## config.mk

```make
export PLATFORM = sky130hd
export DESIGN_NAME = gpio_pulse_controller_interlock_core
export DESIGN_NICKNAME = d
export VERILOG_FILES = /design/src/rtl/gpc_pkg.sv /design/src/rtl/gpc_timers.sv /design/src/rtl/gpc_cmd.sv /design/src/rtl/gpio_pulse_controller_interlock_core.sv
export SDC_FILE = /design/constraint.sdc
export NUM_CORES = 2
export LEC_CHECK = 0
export BUFFER_PORTS_ARGS = -buffer_cell sky130_fd_sc_hd__buf_2
export CAP_MARGIN = 20
export CORE_ASPECT_RATIO = 0.75
export CORE_MARGIN = 3
export CORE_UTILIZATION = 42
export CTS_CLUSTER_SIZE = 30
export DETAILED_ROUTE_END_ITERATION = 10
export SLEW_MARGIN = 30
export SYNTH_ARGS = -nofsm -noshare
export SYNTH_HDL_FRONTEND = slang
export SYNTH_HIERARCHICAL = 1
export SYNTH_SLANG_ARGS = --single-unit
```

## constraint.sdc

```tcl
create_clock -name clk_i -period 7.8 [get_ports clk_i]
set_clock_uncertainty 0.15 [all_clocks]
set_input_delay 0.78 -clock clk_i [delete_from_list [all_inputs] [get_ports clk_i]]
set_output_delay 0.78 -clock clk_i [all_outputs]
set_load 0.01 [all_outputs]
```

## src/rtl/gpc_pkg.sv

```systemverilog
`timescale 1ns / 1ps

package gpc_pkg;

  localparam int unsigned MaxPins         = 16;
  localparam int unsigned PinCountDefault = 16;
  localparam int unsigned PinIdxW         = 4;
  localparam int unsigned MsW             = 16;
  localparam int unsigned CfgIdxW         = 2;

  localparam logic [PinIdxW-1:0] BridgePinA = 4'd12;
  localparam logic [PinIdxW-1:0] BridgePinB = 4'd14;
  localparam logic [PinIdxW-1:0] NoPin      = 4'd0;

  localparam logic [MsW-1:0] DefaultDelayReset = 16'd200;

  typedef enum logic [1:0] {
    FUNC_TRIGGER   = 2'd0,
    FUNC_TOGGLE    = 2'd1,
    FUNC_RESET_ALL = 2'd2,
    FUNC_TICK      = 2'd3
  } func_e;

  typedef enum logic [2:0] {
    ST_OK        = 3'd0,
    ST_NO_PIN    = 3'd1,
    ST_UNAUTH    = 3'd2,
    ST_BUSY      = 3'd3,
    ST_INTERLOCK = 3'd4
  } status_e;

  typedef enum logic [CfgIdxW-1:0] {
    REG_AUTH_MASK     = 2'd0,
    REG_DEFAULT_DELAY = 2'd1
  } cfg_reg_e;

  typedef struct packed {
    logic [1:0]         func;
    logic [PinIdxW-1:0] pin;
    logic               inverted;
    logic [MsW-1:0]     delay_ms;
    logic [MsW-1:0]     elapsed_ms;
  } gpc_in_t;

  typedef struct packed {
    logic [2:0]         status;
    logic               pin_level;
    logic [MaxPins-1:0] pin_levels;
  } gpc_out_t;

  typedef struct packed {
    logic           step;
    logic           load;
    logic [MsW-1:0] value;
  } gpc_tmr_ctrl_t;

endpackage

```

## src/rtl/gpc_timers.sv

```systemverilog
`timescale 1ns / 1ps

module gpc_timers #(
  parameter int unsigned PinCount = gpc_pkg::PinCountDefault
) (
  input  logic                  clk_i,
  input  logic                  rst_ni,
  input  gpc_pkg::gpc_in_t      cmd_i,
  input  gpc_pkg::gpc_tmr_ctrl_t ctrl_i,
  input  logic [PinCount-1:0]   auth_i,
  output logic [PinCount-1:0]   active_o,
  output logic [PinCount-1:0]   flip_o
);

  logic sweep;
  logic reset_all;

  assign sweep     = (cmd_i.func == gpc_pkg::FUNC_RESET_ALL) ||
                     (cmd_i.func == gpc_pkg::FUNC_TICK);
  assign reset_all = (cmd_i.func == gpc_pkg::FUNC_RESET_ALL);

  for (genvar i = 0; i < PinCount; i++) begin : g_lane
    logic [gpc_pkg::MsW-1:0] remaining_q;
    logic [gpc_pkg::MsW-1:0] remaining_d;
    logic                    hit;
    logic                    expired;
    logic                    counting;

    assign active_o[i] = (remaining_q != '0);
    assign hit         = ctrl_i.load && (cmd_i.pin == gpc_pkg::PinIdxW'(i));
    assign expired     = reset_all || (remaining_q <= cmd_i.elapsed_ms);
    assign counting    = sweep && auth_i[i] && active_o[i];
    assign flip_o[i]   = counting && expired;

    always_comb begin
      remaining_d = remaining_q;
      if (ctrl_i.step) begin
        if (hit) begin
          remaining_d = ctrl_i.value;
        end else if (counting) begin
          remaining_d = expired ? '0 : (remaining_q - cmd_i.elapsed_ms);
        end
      end
    end

    always_ff @(posedge clk_i or negedge rst_ni) begin
      if (!rst_ni) begin
        remaining_q <= '0;
      end else begin
        remaining_q <= remaining_d;
      end
    end
  end

endmodule

```

## src/rtl/gpc_cmd.sv

```systemverilog
`timescale 1ns / 1ps

module gpc_cmd #(
  parameter int unsigned PinCount = gpc_pkg::PinCountDefault
) (
  input  logic                            clk_i,
  input  logic                            rst_ni,
  input  logic                            step_i,
  input  gpc_pkg::gpc_in_t                cmd_i,
  input  logic [gpc_pkg::MaxPins-1:0]     auth_i,
  input  logic [gpc_pkg::MsW-1:0]         default_delay_i,
  input  logic [PinCount-1:0]             active_i,
  input  logic [PinCount-1:0]             flip_i,
  output gpc_pkg::gpc_tmr_ctrl_t          ctrl_o,
  output gpc_pkg::gpc_out_t               result_o
);

  logic [PinCount-1:0]             levels_q;
  logic [PinCount-1:0]             levels_d;
  logic [gpc_pkg::MaxPins-1:0]     lv16;
  logic [gpc_pkg::MaxPins-1:0]     active16;
  logic [gpc_pkg::MaxPins-1:0]     flip16;
  logic [gpc_pkg::MaxPins-1:0]     new_lv;
  gpc_pkg::status_e                status;
  logic                            lvl;
  logic                            lvl_out;
  logic                            partner_hi;
  logic                            load;

  assign lv16     = gpc_pkg::MaxPins'(levels_q);
  assign active16 = gpc_pkg::MaxPins'(active_i);
  assign flip16   = gpc_pkg::MaxPins'(flip_i);

  always_comb begin
    status     = gpc_pkg::ST_OK;
    lvl        = 1'b0;
    lvl_out    = 1'b0;
    partner_hi = 1'b0;
    load       = 1'b0;
    new_lv     = lv16;
    unique case (gpc_pkg::func_e'(cmd_i.func)) inside
      gpc_pkg::FUNC_TRIGGER, gpc_pkg::FUNC_TOGGLE: begin
        lvl = (cmd_i.func == gpc_pkg::FUNC_TRIGGER) ? !cmd_i.inverted : !lv16[cmd_i.pin];
        partner_hi = ((cmd_i.pin == gpc_pkg::BridgePinA) && lv16[gpc_pkg::BridgePinB]) ||
                     ((cmd_i.pin == gpc_pkg::BridgePinB) && lv16[gpc_pkg::BridgePinA]);
        if (cmd_i.pin == gpc_pkg::NoPin) begin
          status = gpc_pkg::ST_NO_PIN;
        end else if (!auth_i[cmd_i.pin]) begin
          status = gpc_pkg::ST_UNAUTH;
        end else if (active16[cmd_i.pin]) begin
          status = gpc_pkg::ST_BUSY;
        end else if (lvl && partner_hi) begin
          status = gpc_pkg::ST_INTERLOCK;
        end else begin
          new_lv[cmd_i.pin] = lvl;
          lvl_out           = lvl;
          load              = (cmd_i.func == gpc_pkg::FUNC_TRIGGER);
        end
      end
      gpc_pkg::FUNC_RESET_ALL, gpc_pkg::FUNC_TICK: begin
        // The lower bridge pin is handled first, so the upper one sees its new level.
        new_lv = lv16 ^ flip16;
        new_lv[gpc_pkg::BridgePinA] = flip16[gpc_pkg::BridgePinA] ?
            (!lv16[gpc_pkg::BridgePinA] && !lv16[gpc_pkg::BridgePinB]) :
            lv16[gpc_pkg::BridgePinA];
        new_lv[gpc_pkg::BridgePinB] = flip16[gpc_pkg::BridgePinB] ?
            (!lv16[gpc_pkg::BridgePinB] && !new_lv[gpc_pkg::BridgePinA]) :
            lv16[gpc_pkg::BridgePinB];
      end
      default: begin
        status = gpc_pkg::ST_OK;
      end
    endcase
  end

  assign levels_d = new_lv[PinCount-1:0];

  assign ctrl_o.step  = step_i;
  assign ctrl_o.load  = load;
  assign ctrl_o.value = (cmd_i.delay_ms != '0) ? cmd_i.delay_ms : default_delay_i;

  assign result_o.status     = status;
  assign result_o.pin_level  = lvl_out;
  assign result_o.pin_levels = gpc_pkg::MaxPins'(levels_d);

  always_ff @(posedge clk_i or negedge rst_ni) begin
    if (!rst_ni) begin
      levels_q <= '0;
    end else if (step_i) begin
      levels_q <= levels_d;
    end
  end

endmodule

```

## src/rtl/gpio_pulse_controller_interlock_core.sv

```systemverilog
`timescale 1ns / 1ps
// A request is registered in the input register, and its result in the output register.
// Throughput: one request per cycle unless the output stalls; timer bank and pin levels update together.
// Output stalls back up through the input register with no bubbles.
// Reset clears all pin levels, every pulse timer and the authorized mask,
// and sets the default delay to 200 ms.
module gpio_pulse_controller_interlock_core #(
  parameter int unsigned PinCount = gpc_pkg::PinCountDefault
) (
  input  logic                         clk_i,
  input  logic                         rst_ni,
  input  logic                         in_valid_i,
  output logic                         in_ready_o,
  input  gpc_pkg::gpc_in_t             in_data_i,
  output logic                         out_valid_o,
  input  logic                         out_ready_i,
  output gpc_pkg::gpc_out_t            out_data_o,
  input  logic                         cfg_valid_i,
  output logic                         cfg_ready_o,
  input  logic [gpc_pkg::CfgIdxW-1:0]  cfg_index_i,
  input  logic [gpc_pkg::MsW-1:0]      cfg_data_i
);

  localparam logic [gpc_pkg::MaxPins-1:0] PresentMask =
      gpc_pkg::MaxPins'((17'd1 << PinCount) - 17'd1);

  logic                        s1_valid_q;
  gpc_pkg::gpc_in_t            s1_data_q;
  logic                        out_valid_q;
  gpc_pkg::gpc_out_t           out_data_q;
  logic [gpc_pkg::MsW-1:0]     auth_mask_q;
  logic [gpc_pkg::MsW-1:0]     default_delay_q;
  logic [gpc_pkg::MaxPins-1:0] auth;
  logic                        step;
  logic [PinCount-1:0]         active;
  logic [PinCount-1:0]         flip;
  gpc_pkg::gpc_tmr_ctrl_t      tmr_ctrl;
  gpc_pkg::gpc_out_t           result;

  assign auth        = auth_mask_q & PresentMask;
  assign step        = s1_valid_q && (!out_valid_q || out_ready_i);
  assign in_ready_o  = !s1_valid_q || step;
  assign out_valid_o = out_valid_q;
  assign out_data_o  = out_data_q;
  assign cfg_ready_o = 1'b1;

  always_ff @(posedge clk_i or negedge rst_ni) begin
    if (!rst_ni) begin
      auth_mask_q     <= '0;
      default_delay_q <= gpc_pkg::DefaultDelayReset;
    end else if (cfg_valid_i) begin
      unique case (gpc_pkg::cfg_reg_e'(cfg_index_i))
        gpc_pkg::REG_AUTH_MASK:     auth_mask_q     <= cfg_data_i;
        gpc_pkg::REG_DEFAULT_DELAY: default_delay_q <= cfg_data_i;
        default: ;
      endcase
    end
  end

  always_ff @(posedge clk_i or negedge rst_ni) begin
    if (!rst_ni) begin
      s1_valid_q <= 1'b0;
    end else if (in_ready_o) begin
      s1_valid_q <= in_valid_i;
    end
  end

  always_ff @(posedge clk_i) begin
    if (in_valid_i && in_ready_o) begin
      s1_data_q <= in_data_i;
    end
  end

  always_ff @(posedge clk_i or negedge rst_ni) begin
    if (!rst_ni) begin
      out_valid_q <= 1'b0;
    end else if (step) begin
      out_valid_q <= 1'b1;
    end else if (out_ready_i) begin
      out_valid_q <= 1'b0;
    end
  end

  always_ff @(posedge clk_i) begin
    if (step) begin
      out_data_q <= result;
    end
  end

  gpc_timers #(
    .PinCount(PinCount)
  ) u_timers (
    .clk_i   (clk_i),
    .rst_ni  (rst_ni),
    .cmd_i   (s1_data_q),
    .ctrl_i  (tmr_ctrl),
    .auth_i  (auth[PinCount-1:0]),
    .active_o(active),
    .flip_o  (flip)
  );

  gpc_cmd #(
    .PinCount(PinCount)
  ) u_cmd (
    .clk_i          (clk_i),
    .rst_ni         (rst_ni),
    .step_i         (step),
    .cmd_i          (s1_data_q),
    .auth_i         (auth),
    .default_delay_i(default_delay_q),
    .active_i       (active),
    .flip_i         (flip),
    .ctrl_o         (tmr_ctrl),
    .result_o       (result)
  );

`ifndef SYNTHESIS
  a_bridge_exclusive: assert property (@(posedge clk_i) disable iff (!rst_ni)
    out_valid_o |-> !(out_data_o.pin_levels[gpc_pkg::BridgePinA] &&
                      out_data_o.pin_levels[gpc_pkg::BridgePinB]))
    else $error("bridge pins both high");

  a_refused_level_low: assert property (@(posedge clk_i) disable iff (!rst_ni)
    (out_valid_o && (out_data_o.status != gpc_pkg::ST_OK)) |-> !out_data_o.pin_level)
    else $error("refused request reports a high pin level");

  a_stage_holds: assert property (@(posedge clk_i) disable iff (!rst_ni)
    (s1_valid_q && !step) |=> (s1_valid_q && $stable(s1_data_q)))
    else $error("pending request lost from the input register");
`endif

endmodule
```

Word level (Yosys, flattened, before mapping)

Cells that the tools add are included.

Reduce and logical (&&, ||, !) cells: 159
Order comparisons: 18
Add/sub/neg operators: 16
Eq/ne operators: 19
Muxes and demuxes: 77
Bitwise operators: 3

Operators with widths:

| cell                                                | count |
|---|---|
| 2-to-1 mux 16 bit                                   | 53 |
| nonzero test 16 bit                                 | 17 |
| <= comparator 16 bit                                | 16 |
| subtractor 16 bit                                   | 16 |
| logical AND 1 bit                                   | 72 |
| AND reduction 2 bit                                 | 18 |
| nonzero test 2 bit                                  | 17 |
| equality test 4 bit, second input constant          | 8 |
| one-hot mux 16 bit (2 select lines)                 | 1 |
| logical OR 1 bit                                    | 20 |
| bitwise mux 16 bit                                  | 1 |
| equality test 4 x 3 -> 1 bit, second input constant | 4 |
| XOR 16 bit                                          | 1 |
| 2-to-1 mux 1 bit                                    | 15 |
| binary-select mux 1 bit (select 4 bit)              | 3 |
| equality test 4 x 2 -> 1 bit, second input constant | 2 |
| logical NOT 1 bit                                   | 7 |
| OR reduction 2 bit                                  | 3 |
| < comparator 4 x 5 -> 1 bit, second input constant  | 1 |
| OR reduction 5 bit                                  | 1 |
| demux 1 bit (select 4 bit)                          | 1 |
| equality test 2 x 1 -> 1 bit, second input constant | 2 |
| equality test 2 bit, second input constant          | 2 |
| equality test 4 x 1 -> 1 bit, second input constant | 1 |
| 7 further kinds                                     | 10 |

Input bits: 62
Register bits after elaboration: 365

Logic depth before layout (Yosys ltp)

Word-level depth: 13
Mapped depth: 18
Gate-level depth less buffers: 15

Cells and area by module

The synthesis kept the hierarchy.

By module, submodules not included:

| module                               | seq. area each (µm²) | times used | area an instance (µm²) | cells each |
|---|---|---|---|---|
| gpc_timers                           | 6,406.1              | 1          | 25,363.1               | 3,174 |
| gpio_pulse_controller_interlock_core | 2,626.3              | 1          | 3,088.0                | 137 |
| gpc_cmd                              | 400.4                | 1          | 2,560.0                | 327 |

Worst setup path before layout

OpenSTA, ideal clock, no wires.

Path type: register to register
Start: register u_timers/g_lane[8].remaining_q[1] (netlist name)
End: register u_timers/g_lane[0].remaining_q[11] (netlist name)
Setup time: 0.137 ns
Path buffers: 5
Stages on the path, launching flop included: 19
Slack: 3.698 ns
Data arrival time: 3.815 ns
Period minus slack after synthesis: 4.102 ns
Cells stage by stage: dfrtp_1 > nor4_1 > nand4_1 > mux4_2 > mux2_4 > or3_1 > o21ai_2 > buf_6 > o2111a_1 > buf_4 > or3b_1 > buf_2 > nor3_4 > inv_2 > and2_1 > buf_4 > buf_8 > a22oi_2 > a21oi_1

Longest elaborated chain between the ends: 10
Elaborated cells between the ends (all ways): 11
Those cells by class: 7 x mux; 4 x reduce/logical

Ends and longest elaborated chain:

| element                                  | RTL line                                   | source |
|---|---|---|
| from (decl)                              | gpc_timers.sv:23                           | `logic [gpc_pkg::MsW-1:0] remaining_q;` |
| from (signal assigned)                   | gpc_timers.sv:50                           | `remaining_q <= remaining_d;` |
| nonzero test 16 bit *                    | gpc_timers.sv:29                           | `assign active_o[i] = (remaining_q != '0);` |
| named net active[8]                      | gpio_pulse_controller_interlock_core.sv:35 | `logic [PinCount-1:0] active;` |
| binary-select mux 1 bit (select 4 bit) * | gpc_cmd.sv:50                              | `end else if (active16[cmd_i.pin]) begin` |
| 2-to-1 mux 1 bit (not written as such) * | gpc_cmd.sv:50                              |  |
| 2-to-1 mux 1 bit *                       | gpc_cmd.sv:50                              |  |
| 2-to-1 mux 1 bit *                       | gpc_cmd.sv:48                              | `end else if (!auth_i[cmd_i.pin]) begin` |
| 2-to-1 mux 1 bit *                       | gpc_cmd.sv:46                              | `if (cmd_i.pin == gpc_pkg::NoPin) begin` |
| 2-to-1 mux 1 bit *                       | gpc_cmd.sv:41                              | `unique case (gpc_pkg::func_e'(cmd_i.func)) inside` |
| named net u_cmd.load                     | gpc_cmd.sv:28                              | `logic load;` |
| logical AND 1 bit *                      | gpc_timers.sv:30                           | `assign hit = ctrl_i.load && (cmd_i.pin == gpc_pkg::PinIdxW'(i));` |
| nonzero test 2 bit (no source line)      | n/a                                        |  |
| AND reduction 2 bit (no source line)     | n/a                                        |  |
| to (signal assigned)                     | gpc_timers.sv:50                           |  |
| to (decl)                                | gpc_timers.sv:23                           |  |

Mark *: on every way through the listed nets, which the timed path passes. The rest lies on a longest branch. The select of a mux whose other input is x is not followed.
A chain may end at the register's enable or synchronous reset.

==> flow_metrics.tcl <==
set metrics [dict create \
    syn_to_final_growth_pct 8.45 \
    leakage_nw 13.9 \
    placed_area_um2 32200 \
    powerDensity_nw_per_um2 372 \
    synth_flop_cell "dfrtp_1" \
    drt_first_pass_iters 6 \
    antenna_found_initial 2 \
    peakVddDrop_mv 0.220 \
    final_area_um2 33600 \
    final_cell_mix "a21oi_1, nor2_1, dfrtp_1" \
    die_h_um 241 \
    grt_max_degree 77 \
    synth_nets 3972 \
    outcome "completed" \
    num_rows 85 \
    critPathCaptureType "register" \
    async_flop_share_pct 83.8 \
    port_buffers 83 \
    yosysWarnings 6 \
    cts_root_buf "clkbuf_16" \
    maxSlewViolCount 0 \
    diodes 0 \
    dieArea_um2 77200 \
    cts-hold-fix-buffers 0 \
    critical_path.slowest_cell "o31ai_1" \
    cts_num_sinks 365 \
    finalSetupTns_ns 0 \
    path_class "reg -> reg" \
    cts-buffers-inserted 41 \
    cp_cell_sequence "nor4_1 > nand4_1 > mux4_2 > mux2_4 > or3_1 > o21ai_2 > o2111a_1 > nand3b_1 > o31ai_1 > nand2_1 > a211oi_1 > a21oi_1" \
    drc_errors 0 \
    h-tree-depth 2 \
    grt_usage_pct 27.6 \
    grt_pass1_wl_um 166000 \
    drive_above_1_share_pct 10.0 \
    worstPathArrival_ns 6.06 \
    synth_cell_types 117 \
    dp_slack_ns 2.23 \
    gr-total-overflow 0 \
    top_level_ports 85 \
    syn-cell-area_um2 31000 \
    cap_violations 0 \
    cts.clk_slew.worst_paths_ns 0.06 \
    hpwl_um 72600 \
    ys_seq_elements 365 \
    holdWs_ns 0.0102 \
    fin_crit_ns 5.79 \
    hold_viol_final 0 \
    viasPerCell 6.34 \
    cts_resized 0 \
    grt_pass1_vias 26500 \
    regArea_um2 9430 \
    crit_path_start_kind "register" \
    start_util_pct 42.8 \
    postSynthAreaPerCell_um2 8.52 \
    drt-initial-drc-count 3034 \
    setup_slack_ns 2.01 \
    ant_nets 0 \
    setup_violations 0 \
    yosysSeqAreaShare_pct 30.4 \
    core_area_um2 72400 \
    post_drt_wl_per_cell_um 23.7 \
    hold_path_class "in -> async" \
    nets 3966 \
    netlist_instances 3638 \
    maxSlewHeadroom_pct 37.1 \
    worst_pin_slew_ns 0.944 \
    fill_cells 7019 \
    max_stage_delay_ns 0.78 \
    cts_tree "built" \
    wirelength_um 109000 \
    synth_edf_count 59 \
    vias 29300 \
    finalCritPeriodShare_pct 74.2 \
    cts_setup_buffers 0 \
    reg2reg_slack_ns 2.01 \
    clk_latency_ns 0.59 \
    cts.path.max_buffers 3 \
    place.gp.congestion 0.939 \
    crit_required_ns 8.08 \
    die_w_um 320 \
    fmax_mhz 173 \
    rsz0062_at_grt "no" \
    final_common_cell "a21oi_1" \
    multi_input_area_um2 20300 \
    path_max_fanout 29 \
]
==> worst max-delay path: cells and delay by family, from the launching register on <==
kind | cells | cell delay (ns)
compound gates | 5 | 1.84
simple gates | 5 | 2.32
flops | 1 | 0.40
mux | 2 | 0.91
==> path summary, 6_finish.rpt <==
check / from / end / depth (start not counted)
setup / recovery: u_timers/g_lane[1].remaining_q[10] / u_timers/g_lane[8].remaining_q[0] / 12
setup reg to reg: u_timers/g_lane[1].remaining_q[10] / u_timers/g_lane[8].remaining_q[0] / 12
max in group asynchronous: rst_ni / u_timers/g_lane[14].remaining_q[7] / 2
hold / removal: rst_ni / u_timers/g_lane[1].remaining_q[13] / 1
min in group clk_i: in_data_i[5] / s1_data_q[5] / 1
hold reg to reg: s1_valid_q / out_valid_o / 1
==> final cells by class <==
class | count | area share (%)
repair buffers | 152 | 2.89
well taps | 957 | 3.56
clock buffers | 57 | 3.35
flip-flops and latches | 365 | 28.0
multi-input cells | 2964 | 60.3
inverters | 108 | 1.21
clock inverters | 18 | 0.651
==> metrics by stage <==
step | util, % | instances | total power, mW
after floorplan | - | 3638 | 8.71
after global placement | 44.5 | 4541 | 10.3
after detailed placement | 44.5 | 4544 | 10.3
after CTS | 46.4 | 4619 | 12.4
after global routing | 46.4 | 4621 | 13.5
final | 46.4 | 4621 | 12.5
==> cell usage after synthesis (all sizes together), types with 18 or more instances <==
cell / instances / share of area, %
nor2b: 33 / 0.67
nor4: 79 / 1.7
buf: 79 / 1.5
and3: 60 / 1.2
mux2: 40 / 1.5
nand3: 108 / 1.7
o211ai: 31 / 0.75
ha: 256 / 10
xnor2: 121 / 3.4
clkbuf: 122 / 1.5
xor2: 90 / 2.5
and2: 27 / 0.54
nand2b: 36 / 0.73
o21ai: 232 / 3.8
nand4: 63 / 1.3
o21a: 33 / 0.80
a21o: 70 / 1.7
inv: 107 / 1.3
a21boi: 18 / 0.45
nor3: 52 / 0.91
a211oi: 50 / 1.3
edfxtp: 59 / 5.7
dfrtp: 303 / 24
a221oi: 60 / 1.9
a31oi: 49 / 1.0
a22oi: 135 / 3.5
a21oi: 417 / 6.8
nor2: 332 / 4.1
nand2: 291 / 3.5
==> layer usage <==
| layer | vias up | part of all wire [%] | global-route usage [%] |
|---|---|---|---|
| li1 | 13700 | - | - |
| met1 | 14100 | 46 | 40.7 |
| met2 | 1318 | 41 | 40.1 |
| met3 | 203 | 9.9 | 6.42 |
| met4 | 0 | 3.0 | 7.92 |
| met5 | - | 0 | 0 |
==> cell families (layout without fill, tap and decap cells) <==
| family | Yosys count | in the layout | share of synthesized area, % |
|---|---|---|---|
| and+or+nand+nor | 1160 | 1160 | 18.5 |
| other | 1 | 1 | 0.0121 |
| muxes | 66 | 66 | 2.72 |
| adders and majority gates | 272 | 272 | 11.4 |
| DFF | 365 | 365 | 30.4 |
| buffers and inverters | 309 | 335 | 4.38 |
| AOI/OAI and AO/OA | 1254 | 1254 | 26.6 |
| xor gates and xnor gates | 211 | 211 | 5.96 |
==> registers in the layout, summed over array words and instances (netlist names) <==
name / count
u_cmd/levels_q: 16
out_valid_o: 1
s1_data_q: 39
out_data_o: 20
s1_valid_q: 1
u_timers/g_lane.remaining_q: 256
default_delay_q: 16
auth: 16
==> where the power goes <==
part	switching, mW	internal (mW)	total [mW]
Sequential	0.671	2.62	3.29
Combinational	4.23	2.95	7.17
Clock	0.873	1.18	2.05
Total	5.77	6.74	12.5
Power figures use the tool's default switching activity.
